===== src/sv/vwt_pkg.sv =====
// shared types and constants for the vertex weld table
`timescale 1ns / 1ps

package vwt_pkg;

	localparam int MAX_VERTICES = 1024;
	localparam int INDEX_W = $clog2(MAX_VERTICES);
	localparam int COUNT_W = INDEX_W + 1;
	localparam int COORD_W = 32;
	localparam int KEY_W = 64;
	localparam int VIDX_W = 10;
	localparam int QUEUE_DEPTH = 2;
	localparam int QPTR_W = $clog2(QUEUE_DEPTH);
	localparam int QCNT_W = QPTR_W + 1;
	localparam logic [31:0] INV_TOL_RESET = 32'd65536;

	typedef struct packed {
		logic signed [COORD_W-1:0] x_coord;
		logic signed [COORD_W-1:0] y_coord;
		logic signed [COORD_W-1:0] z_coord;
	} vwt_vertex_t;

	typedef struct packed {
		logic [VIDX_W-1:0] vertex_index;
		logic              is_new;
		logic              table_full;
	} vwt_result_t;

	typedef struct packed {
		logic             valid;
		logic [KEY_W-1:0] key;
	} vwt_key_xfer_t;

	typedef enum logic [3:0] {
		F_IDLE,
		F_QX,
		F_QY,
		F_QZ,
		F_QW,
		F_SUM,
		F_M0,
		F_M1,
		F_M2,
		F_M3,
		F_ADD,
		F_PUSH
	} vwt_front_state_t;

	typedef enum logic [1:0] {
		B_IDLE,
		B_SCAN,
		B_EMIT
	} vwt_back_state_t;

endpackage


===== src/sv/vwt_queue.sv =====
// short key queue between the front end and the table search
`timescale 1ns / 1ps

module vwt_queue import vwt_pkg::*; (
	input  logic          clk,
	input  logic          arst_n,
	input  vwt_key_xfer_t push,
	output logic          push_ready,
	output logic          pop_valid,
	output logic [KEY_W-1:0] pop_key,
	input  logic          pop
);

	logic [KEY_W-1:0]  slot_q [QUEUE_DEPTH];
	logic [QPTR_W-1:0] wr_ptr_q, rd_ptr_q;
	logic [QCNT_W-1:0] cnt_q;
	logic              do_push, do_pop;

	assign push_ready = (cnt_q != QCNT_W'(QUEUE_DEPTH));
	assign pop_valid = (cnt_q != '0);
	assign pop_key = slot_q[rd_ptr_q];
	assign do_push = push.valid && push_ready;
	assign do_pop = pop && pop_valid;

	always_ff @(posedge clk or negedge arst_n) begin
		if (!arst_n) begin
			wr_ptr_q <= '0;
			rd_ptr_q <= '0;
			cnt_q <= '0;
		end else begin
			if (do_push) wr_ptr_q <= wr_ptr_q + QPTR_W'(1);
			if (do_pop) rd_ptr_q <= rd_ptr_q + QPTR_W'(1);
			if (do_push && !do_pop) cnt_q <= cnt_q + QCNT_W'(1);
			else if (do_pop && !do_push) cnt_q <= cnt_q - QCNT_W'(1);
		end
	end

	always_ff @(posedge clk) begin
		if (do_push) slot_q[wr_ptr_q] <= push.key;
	end

endmodule


===== config.mk =====
export PLATFORM = sky130hd
export DESIGN_NAME = vwt_queue
export DESIGN_NICKNAME = d
export VERILOG_FILES = /design/src/sv/vwt_pkg.sv /design/src/sv/vwt_queue.sv
export SDC_FILE = /design/constraint.sdc
export NUM_CORES = 1
export LEC_CHECK = 0
export BUFFER_PORTS_ARGS = -buffer_cell sky130_fd_sc_hd__buf_2
export CORE_ASPECT_RATIO = 1.4
export CORE_MARGIN = 2
export CORE_UTILIZATION = 58
export CTS_BUF_LIST = sky130_fd_sc_hd__clkbuf_4
export CTS_CLUSTER_DIAMETER = 50
export DETAILED_ROUTE_END_ITERATION = 7
export GPL_ROUTABILITY_DRIVEN = 0
export GPL_TIMING_DRIVEN = 0
export MAX_ROUTING_LAYER = met4
export PLACE_DENSITY = 0.87
export SETUP_SLACK_MARGIN = 0.5
export SYNTH_ARGS = -nofsm -noshare
export SYNTH_HDL_FRONTEND = slang
export SYNTH_SLANG_ARGS = --single-unit

===== constraint.sdc =====
create_clock -name clk -period 6.1 [get_ports clk]
set_input_delay 0.915 -clock clk [delete_from_list [all_inputs] [get_ports clk]]
set_output_delay 0.915 -clock clk [all_outputs]
set_load 0.03 [all_outputs]

==> metrics.txt <==
worst path arrival time between 1.5 and 2 ns; number of global-route vias before repair about 2500; number of cells in the finished layout apart from fillers between 400 and 500; DRT Wirelength 7.884 mm; VDD IR-drop max 0.4010 mV; DR iter-0 viols 132; number of synthesized flops with an enable pin 128; die area 9423 um2; total nets after synthesis 286; row count 40; Final Net Count 439; proportion of netlist area held by the largest area contributor 76.59%; clock tree from TritonCTS built; htree depth 4; total congestion overflow 0; Area growth syn-to-layout 21.44%; Global Route Usage Sum between 15 and 20%; Worst Max-Slew Pin Slew 0.9397 ns; hold-fix buffers at CTS 0; most used standard cell by instance count after synthesis edfxtp_1; time the final worst path needs with I/O delays and setup 2.678 ns; clock latency of the later-clocked register in the worst-skew pair about 0.50 ns; Min-Delay Path Class input pin to asynchronous set/reset pin; max-slew violation count 0; maxcap violations 0; standard cell with the maximum stage delay on the critical path dfrtp_1; final worst path period share 43.90%; yosys warns 0; post-detailed-route wirelength per cell 16.22 um; dpl ws ~3.6 ns; cell with the most instances on the worst path buf_6; setup repair after global routing missed its margin no; setup violation total in the final timing report 0; port buffer count 133; worst endpoint required time 5.18 ns; status completed; Initial Util 58.99%; standard cell core area between 8000 and 9000 um2; Sinks on Clock Net 132; category of the most critical setup path register to output port; antenna violations before repair 0; mean cell area of the mapped netlist 23.13 um2; count of pins on the block boundary between 100 and 150; postcts setup bufs 0; CP Launch Type register; Final ANT Viol Nets 0; clock edge transition at the registers on the reported setup and hold paths roughly 0.1 ns; sequential share of the synthesized area between 70% and 80%; Vias 2492; leakage component of the power 0.002461 uW; cell taking the most area after synthesis edfxtp_1; Fin. Hold Viols 0; share of final-layout standard cells stronger than drive strength 1 60.89%; prevailing post-synth register cell edfxtp_1; Root Buffer clkbuf_4; DRC Markers 0; multi-input combinational cell area 1011 um2; delay of the slowest cell on the worst path 0.38 ns; Finished Core Util 71.63%; Die X between 80 and 90 um; Resized Gates After CTS 0; ant diodes 0; Slew headroom a little under two fifths; Chip Height 114.1 um; total of fill cells in the finished design 567; CP Max Fanout 10; maximum number of pins on one net before global-route repair 65; Cells after DPL 456; Mapped Area 5019 um2; detailed-routing iteration count for the pre-antenna-repair pass 4; Max Buffers Root-to-Sink 2; via-per-instance ratio roughly 5; post-route total power 3103 uW; count of cell types in the netlist 15; leading cell types by total area after synthesis edfxtp_1 (77%), mux2_4 (15%), mux2_2 (3.1%); area of all sequential standard cells ~3900 um2; achievable clock frequency 0.3734 GHz; most frequent cells after synthesis edfxtp_1 (128), mux2_4 (50), mux2_2 (14); global-route wire length before repair 11.72 mm; setup slack after layout 3.422 ns; total power per unit cell area 509.1 nW/um2; chain of cells forming the critical path buf_6, buf_6, mux2_4, buf_2; post-synthesis async set-or-reset flop share 3.030%; crit end category output port; Post-Route Setup TNS 0 ns; DP Wirelength between 5 and 6 mm; flip-flop and latch count after synthesis 132; CTS Buf Count 17; number of standard cells after synthesis 217; final clock skew roughly 0.009 ns
worst paths after layout:
kind	from	to	slack, ns	depth (start not counted)
setup / recovery	rd_ptr_q	pop_key[19]	3.42	4
hold / removal	arst_n	cnt_q[1]	0.20	1
setup reg to reg	cnt_q[0]	slot_q[0][7]	4.00	4
hold reg to reg	cnt_q[1]	cnt_q[1]	0.51	1
max in group asynchronous	arst_n	wr_ptr_q	5.77	1
min in group clk	cnt_q[1]	cnt_q[1]	0.51	1
flip-flops by register name, summed over array words and instances (netlist names):
signal    flops
cnt_q         2
rd_ptr_q      1
slot_q      128
wr_ptr_q      1
metal layers:
metal	vias to the layer above	global-route usage [%]	wire length [um]
met2	96	29.68	4315
met5	-	-	0
met1	1204	19.24	2863
met4	0	9.180	210
li1	1175	-	-
met3	17	6.625	495
per-stage QoR:
step	hold WS (ns)	cell area [um2]
6_report	0.2013	6095
3_5_place_dp	0.4891	5848
5_1_grt	0.1609	6095
4_1_cts	0.1614	6095
2_1_floorplan	0.4564	5019
3_3_place_gp	0.4783	5816
cells by family after synthesis:
kind of cell | Yosys count | share of synthesized area (%)
flops | 132 | 78.58
buf+inv | 8 | 1.521
mux | 64 | 18.10
simple gates | 7 | 0.6735
fa+ha+maj | 1 | 0.2493
xor+xnor | 5 | 0.8728
where the power goes:
group / switching [uW] / internal [uW] / leakage (uW)
logic: 782 / 511 / 0.00109
clock network: 262 / 249 / 0.000141
registers: 57.7 / 1240 / 0.00124
cell type report:
class	instances	area share, %
plain buffers	7	1.191
repair buffers	134	11.25
clock buffers	21	2.587
flip-flops and latches	132	64.71
well taps	105	2.156
clock inverters	9	1.458
inverters	1	0.06159
multi-input cells	77	16.59
cells in the final DEF (no fill, tap or decap):
| cell type | n |
|---|---|
| mux2_2 | 14 |
| nor2_4 | 1 |
| edfxtp_1 | 128 |
| clkinv_1 | 5 |
| bufinv_16 | 2 |
| ha_1 | 1 |
| clkbuf_4 | 21 |
| and3_4 | 1 |
| nand2_1 | 2 |
| nor2_1 | 1 |
| buf_12 | 1 |
| nand2b_1 | 1 |
| buf_6 | 6 |
| dfrtp_1 | 4 |
| inv_1 | 1 |
| or2_1 | 1 |
| xor2_1 | 2 |
| buf_2 | 134 |
| xnor2_1 | 3 |
| mux2_4 | 50 |
| clkinv_2 | 2 |
critical path: cells and delay by family, from the launching register on:
kind | cells | cell delay, ns
buf+inv | 3 | 0.55
mux | 1 | 0.32
flops | 1 | 0.38
Note: power is estimated with default switching activity, not from simulation.
