$ cat src/sv/vwt_pkg.sv
// shared types and constants for the vertex weld table
`timescale 1ns / 1ps

package vwt_pkg;

	localparam int MAX_VERTICES = 1024;
	localparam int INDEX_W = $clog2(MAX_VERTICES);
	localparam int COUNT_W = INDEX_W + 1;
	localparam int COORD_W = 32;
	localparam int KEY_W = 64;
	localparam int VIDX_W = 10;
	localparam int QUEUE_DEPTH = 2;
	localparam int QPTR_W = $clog2(QUEUE_DEPTH);
	localparam int QCNT_W = QPTR_W + 1;
	localparam logic [31:0] INV_TOL_RESET = 32'd65536;

	typedef struct packed {
		logic signed [COORD_W-1:0] x_coord;
		logic signed [COORD_W-1:0] y_coord;
		logic signed [COORD_W-1:0] z_coord;
	} vwt_vertex_t;

	typedef struct packed {
		logic [VIDX_W-1:0] vertex_index;
		logic              is_new;
		logic              table_full;
	} vwt_result_t;

	typedef struct packed {
		logic             valid;
		logic [KEY_W-1:0] key;
	} vwt_key_xfer_t;

	typedef enum logic [3:0] {
		F_IDLE,
		F_QX,
		F_QY,
		F_QZ,
		F_QW,
		F_SUM,
		F_M0,
		F_M1,
		F_M2,
		F_M3,
		F_ADD,
		F_PUSH
	} vwt_front_state_t;

	typedef enum logic [1:0] {
		B_IDLE,
		B_SCAN,
		B_EMIT
	} vwt_back_state_t;

endpackage

$ cat src/sv/vwt_front.sv
// front end: quantizes a vertex and builds its pairing key on one shared multiplier
`timescale 1ns / 1ps

module vwt_front import vwt_pkg::*; (
	input  logic          clk,
	input  logic          arst_n,
	input  logic [31:0]   inv_tol,
	input  logic          vertex_valid,
	output logic          vertex_stall,
	input  vwt_vertex_t   vertex,
	output vwt_key_xfer_t push,
	input  logic          push_ready
);

	function automatic logic [COORD_W-1:0] coord_mag(input logic [COORD_W-1:0] raw);
		return raw[COORD_W-1] ? (~raw + COORD_W'(1)) : raw;
	endfunction

	function automatic logic [COORD_W-1:0] quant_fix(input logic [KEY_W-1:0] p,
			input logic neg);
		logic [COORD_W-1:0] q;
		q = p[KEY_W-1:COORD_W];
		return neg ? (~q + COORD_W'(1)) : q;
	endfunction

	vwt_front_state_t   st_q, st_d;
	vwt_vertex_t        vtx_q;
	logic [KEY_W-1:0]   prod_q;
	logic [COORD_W-1:0] qx_q, qy_q;
	logic [KEY_W-1:0]   ca_q, cb_q, h_q, m_q, acc_q, key_q;
	logic               outer_q;
	logic [31:0]        mul_a, mul_b;
	logic [KEY_W-1:0]   s_sum, t_sum, key_sum;

	assign s_sum = ca_q + cb_q;
	assign t_sum = s_sum + KEY_W'(1);
	assign key_sum = acc_q + cb_q;

	always_comb begin
		st_d = st_q;
		mul_a = '0;
		mul_b = '0;
		unique case (st_q)
			F_IDLE: begin
				if (vertex_valid) st_d = F_QX;
			end
			F_QX: begin
				mul_a = coord_mag(vtx_q.x_coord);
				mul_b = inv_tol;
				st_d = F_QY;
			end
			F_QY: begin
				mul_a = coord_mag(vtx_q.y_coord);
				mul_b = inv_tol;
				st_d = F_QZ;
			end
			F_QZ: begin
				mul_a = coord_mag(vtx_q.z_coord);
				mul_b = inv_tol;
				st_d = F_QW;
			end
			F_QW: st_d = F_SUM;
			F_SUM: st_d = F_M0;
			F_M0: begin
				mul_a = h_q[31:0];
				mul_b = m_q[31:0];
				st_d = F_M1;
			end
			F_M1: begin
				mul_a = h_q[63:32];
				mul_b = m_q[31:0];
				st_d = F_M2;
			end
			F_M2: begin
				mul_a = h_q[31:0];
				mul_b = m_q[63:32];
				st_d = F_M3;
			end
			F_M3: st_d = F_ADD;
			F_ADD: st_d = outer_q ? F_PUSH : F_SUM;
			F_PUSH: begin
				if (push_ready) st_d = F_IDLE;
			end
			default: st_d = F_IDLE;
		endcase
	end

	always_ff @(posedge clk or negedge arst_n) begin
		if (!arst_n) begin
			st_q <= F_IDLE;
		end else begin
			st_q <= st_d;
		end
	end

	// datapath, no reset needed
	always_ff @(posedge clk) begin
		prod_q <= mul_a * mul_b;
		case (st_q)
			F_IDLE: begin
				if (vertex_valid) vtx_q <= vertex;
			end
			F_QY: qx_q <= quant_fix(prod_q, vtx_q.x_coord[COORD_W-1]);
			F_QZ: qy_q <= quant_fix(prod_q, vtx_q.y_coord[COORD_W-1]);
			F_QW: begin
				ca_q <= KEY_W'(qy_q);
				cb_q <= KEY_W'(quant_fix(prod_q, vtx_q.z_coord[COORD_W-1]));
				outer_q <= 1'b0;
			end
			F_SUM: begin
				// halve the even factor of s*(s+1)
				if (!s_sum[0]) begin
					h_q <= s_sum >> 1;
					m_q <= t_sum;
				end else begin
					h_q <= s_sum;
					m_q <= t_sum >> 1;
				end
			end
			F_M1: acc_q <= prod_q;
			F_M2: acc_q <= acc_q + {prod_q[31:0], 32'd0};
			F_M3: acc_q <= acc_q + {prod_q[31:0], 32'd0};
			F_ADD: begin
				if (!outer_q) begin
					ca_q <= KEY_W'(qx_q);
					cb_q <= key_sum;
					outer_q <= 1'b1;
				end else begin
					key_q <= key_sum;
				end
			end
			default: ;
		endcase
	end

	assign vertex_stall = (st_q != F_IDLE);
	assign push.valid = (st_q == F_PUSH);
	assign push.key = key_q;

endmodule

$ cat config.mk
export PLATFORM = sky130hd
export DESIGN_NAME = vwt_front
export DESIGN_NICKNAME = d
export VERILOG_FILES = /design/src/sv/vwt_pkg.sv /design/src/sv/vwt_front.sv
export SDC_FILE = /design/constraint.sdc
export NUM_CORES = 2
export LEC_CHECK = 0
export ABC_AREA = 1
export BUFFER_PORTS_ARGS = -buffer_cell sky130_fd_sc_hd__clkbuf_2
export CELL_PAD_IN_SITES_DETAIL_PLACEMENT = 1
export CELL_PAD_IN_SITES_GLOBAL_PLACEMENT = 2
export CORE_MARGIN = 10
export CORE_UTILIZATION = 40
export DETAILED_ROUTE_END_ITERATION = 6
export HOLD_SLACK_MARGIN = 0.12
export PLACE_DENSITY = 0.94
export SYNTH_ARGS = -nofsm -noshare
export SYNTH_HDL_FRONTEND = slang
export SYNTH_SLANG_ARGS = --single-unit
$ cat constraint.sdc
create_clock -name clk -period 17.4 [get_ports clk]
set_input_delay 3.48 -clock clk [delete_from_list [all_inputs] [get_ports clk]]
set_output_delay 3.48 -clock clk [all_outputs]
set_load 0.005 [all_outputs]
==> impl_metrics.xml <==
<?xml version="1.0" encoding="UTF-8"?>
<metrics>
  <group name="die">
    <metric name="core_area" unit="um^2">174000</metric>
    <metric name="top_level_port_count" unit="">198</metric>
    <metric name="die-height" unit="um">438</metric>
    <metric name="initial_core_util" unit="%">40.2</metric>
    <metric name="floorplan.rows" unit="">153</metric>
    <metric name="die_x" unit="um">438</metric>
    <metric name="dieArea" unit="um^2">192000</metric>
  </group>
  <group name="clock_network">
    <metric name="postCtsSetupRepairBufs" unit="">0</metric>
    <metric name="clock-root-buffer" unit="">clkbuf_16</metric>
    <metric name="clk_transition_reported_paths" unit="ns">0.06</metric>
    <metric name="cts.sink_count" unit="">581</metric>
    <metric name="tritoncts_buffers" unit="">70</metric>
    <metric name="worst_skew_pair.late_latency" unit="ns">0.72</metric>
    <metric name="cts-resized-gates" unit="">0</metric>
    <metric name="number_of_hold_buffers_added_after_cts" unit="">0</metric>
    <metric name="cts_tree" unit="">yes</metric>
    <metric name="htreeDepth" unit="">3</metric>
    <metric name="ctsLongestPathBuffers" unit="">3</metric>
  </group>
  <group name="worst_setup_path">
    <metric name="worst-r2r-cell-count" unit="">31</metric>
    <metric name="cp.required" unit="ns">17.97</metric>
    <metric name="timing.critical_path.fanout_max" unit="">21</metric>
    <metric name="worst_ep_arrival_time" unit="ns">11.87</metric>
    <metric name="setup.worst_path.start_class" unit="">primary input</metric>
    <metric name="critPathCapture" unit="">prod_q[61]</metric>
    <metric name="endpoint_kind" unit="">register</metric>
    <metric name="rr_endpoint" unit="">prod_q[61]</metric>
    <metric name="critical_path_class" unit="">primary input to register</metric>
    <metric name="worstSetupStartpoint" unit="">inv_tol[27]</metric>
    <metric name="worstReg2RegStart" unit="">vtx_q[63]</metric>
    <metric name="regToRegSetupSlack" unit="ns">6.22</metric>
  </group>
  <group name="synth">
    <metric name="synth.top_cells.by_area" unit="">fa_1, edfxtp_1, nand2_1, inv_1, ha_1</metric>
    <metric name="netlist-cell-type-count" unit="">67</metric>
    <metric name="yosys.cell_count.top_type" unit="">nand2_1</metric>
    <metric name="commonest_cells_in_the_netlist" unit="">nand2_1, inv_1, nor2_1, fa_1, edfxtp_1</metric>
    <metric name="post_synthesis_net_count" unit="">10200</metric>
    <metric name="post_synth_edffs" unit="">513</metric>
    <metric name="synthesis.area_per_instance" unit="um^2">7.96</metric>
    <metric name="synth_seq_area_share" unit="%">24.0</metric>
    <metric name="synth.ff_latch_count" unit="">581</metric>
    <metric name="synth.yosys.warnings" unit="">0</metric>
    <metric name="post_synth_inst_count" unit="">8782</metric>
    <metric name="ys_dominant_reg_cell" unit="">edfxtp_1</metric>
    <metric name="yosysTopAreaCell" unit="">fa_1</metric>
    <metric name="synthArstFlopShare" unit="%">0.688</metric>
    <metric name="synth.cell_area" unit="um^2">69900</metric>
    <metric name="synth_top_cell_area_share" unit="%">25.7</metric>
  </group>
  <group name="drt">
    <metric name="vias_per_cell" unit="">5.54</metric>
    <metric name="routed_wire_per_std_cell" unit="um">26.5</metric>
    <metric name="detail_route.iter0.violations" unit="">5521</metric>
    <metric name="vias" unit="">62700</metric>
    <metric name="route.final.wire_length" unit="mm">300</metric>
    <metric name="drt.antenna.violating_nets" unit="">0</metric>
    <metric name="remaining_drc_errors" unit="">0</metric>
    <metric name="drt_first_pass_iters" unit="">5</metric>
  </group>
  <group name="grt">
    <metric name="track_usage" unit="%">30.9</metric>
    <metric name="grt_antenna_before_repair" unit="">5</metric>
    <metric name="gr-total-overflow" unit="">0</metric>
    <metric name="grt_max_degree" unit="">83</metric>
    <metric name="via_count_of_the_first_global_routing_pass" unit="">67200</metric>
    <metric name="grt_first_pass_wirelength" unit="mm">443</metric>
  </group>
  <group name="timing">
    <metric name="timing.final.hold_violations" unit="">0</metric>
    <metric name="setup_viol" unit="">0</metric>
    <metric name="timing.fmax" unit="MHz">88.5</metric>
    <metric name="final.min_clock_period" unit="ns">11.30</metric>
    <metric name="worst_slew_margin_relative_to_its_limit" unit="%">16.7</metric>
    <metric name="tightest_slew" unit="ns">1.25</metric>
    <metric name="clock_tree_skew_after_final_layout" unit="ns">0.0492</metric>
    <metric name="final.setup.tns" unit="ns">0</metric>
    <metric name="final_cycle_utilization_of_the_critical_path" unit="%">65.0</metric>
    <metric name="grt_setup_unrepaired" unit="">no</metric>
    <metric name="slew_violations" unit="">0</metric>
  </group>
  <group name="placement">
    <metric name="place.gp.congestion" unit="">0.982</metric>
    <metric name="io_buffer_count" unit="">197</metric>
    <metric name="dpl.hpwl" unit="mm">245</metric>
    <metric name="dpl-instance-area" unit="um^2">74000</metric>
  </group>
  <group name="finish">
    <metric name="design.final.nets" unit="">10300</metric>
    <metric name="multiInputGateArea" unit="um^2">45500</metric>
    <metric name="final_util" unit="%">43.9</metric>
    <metric name="synthesis_to_layout_area_growth" unit="%">9.18</metric>
    <metric name="layout-drive-gt1-share" unit="%">7.25</metric>
    <metric name="post-route-cell-area" unit="um^2">76300</metric>
    <metric name="area.sequential" unit="um^2">16800</metric>
    <metric name="fillers" unit="">21300</metric>
  </group>
  <group name="status">
    <metric name="status" unit="">finished, final reports clean</metric>
  </group>
  <group name="worst_hold_path">
    <metric name="hp-class" unit="">register to register</metric>
  </group>
  <group name="job">
    <metric name="drv_cap" unit="">0</metric>
  </group>
</metrics>
[logic make-up (layout without fill, tap and decap cells)]
family,after synthesis,in the layout,synth area share [%]
other,0,4,0
flip-flops,581,581,24.0
adder cells (fa/ha/maj),1292,1292,32.8
AO/OA/AOI/OAI,984,984,7.91
XOR/XNOR,196,196,2.46
buffers and inverters,2086,2282,11.3
AND/OR/NAND/NOR,3643,3643,21.5
[flip-flops by register name (all words and copies together) (netlist names)]
name / cells
key_q: 64
ca_q: 32
cb_q: 64
prod_q: 64
acc_q: 64
st_q: 4
vtx_q: 96
m_q: 64
qx_q: 32
outer_q: 1
qy_q: 32
h_q: 64
[per-stage QoR]
step | hold WS [ns] | instances | worst slack (ns)
6_report | 0.519 | 11300 | 6.10
5_1_grt | 0.539 | 11300 | 5.88
2_1_floorplan | 0.426 | 8782 | 6.93
3_5_place_dp | 0.505 | 11200 | 5.53
3_3_place_gp | 0.496 | 11200 | 5.58
4_1_cts | 0.514 | 11300 | 6.25
[layout make-up]
cell class              count  area share [%]
clock inverters            45           0.592
well taps                2325            3.81
diodes                      4          0.0131
repair buffers            323            2.53
inverters                1831            9.01
multi-input cells        6115            59.6
clock buffers              83            2.42
flip-flops and latches    581            22.0
[placed cells by master, fill, tap and decap left out, types with 73 or more instances in the layout]
cell type,instances
nand2_1,1979
nor3_1,73
fa_1,899
inv_1,1770
xor2_1,125
clkbuf_2,197
edfxtp_1,513
buf_4,126
nand3_1,288
nor2_1,1037
o21ai_0,437
a21oi_1,300
ha_1,393
[per-layer routing]
layer / global-route usage (%) / part of all wire (%) / vias to the layer above
met2: 49.9 / 46 / 2543
li1: - / - / 27400
met1: 39.5 / 41 / 32000
met5: 0 / 0.0043 / -
met4: 15.8 / 6.1 / 2
met3: 5.68 / 7.6 / 701
[worst min path at each step]
stage	start	endpoint	cells after the start
4_1_cts	qy_q[24]	ca_q[24]	2
3_3_place_gp	qy_q[3]	ca_q[3]	2
5_1_grt	qy_q[5]	ca_q[5]	2
2_1_floorplan	prod_q[32]	qx_q[0]	0
3_5_place_dp	qy_q[5]	ca_q[5]	2
6_report	qx_q[9]	ca_q[9]	2
[critical path: stages]
cell and delay (ns):
clkbuf_2 0.08, inv_1 0.03, nor2_1 0.44, a221oi_2 0.07
buf_4 0.29, inv_1 0.77, nand2_1 0.19, fa_1 0.56
inv_1 0.06, fa_1 0.57, fa_1 0.46, fa_1 0.48
fa_1 0.54, fa_1 0.44, fa_1 0.51, inv_1 0.08
fa_1 0.54, inv_1 0.07, ha_1 0.42, nand2_1 0.11
nor2_1 0.21, inv_1 0.08, nor4_1 0.53, nand3_1 0.17
nand3_1 0.27, a41oi_1 0.18, xor2_1 0.18
Power is not shown: default switching activity piles up to over one toggle a cycle in this logic, so the estimate is an artifact.
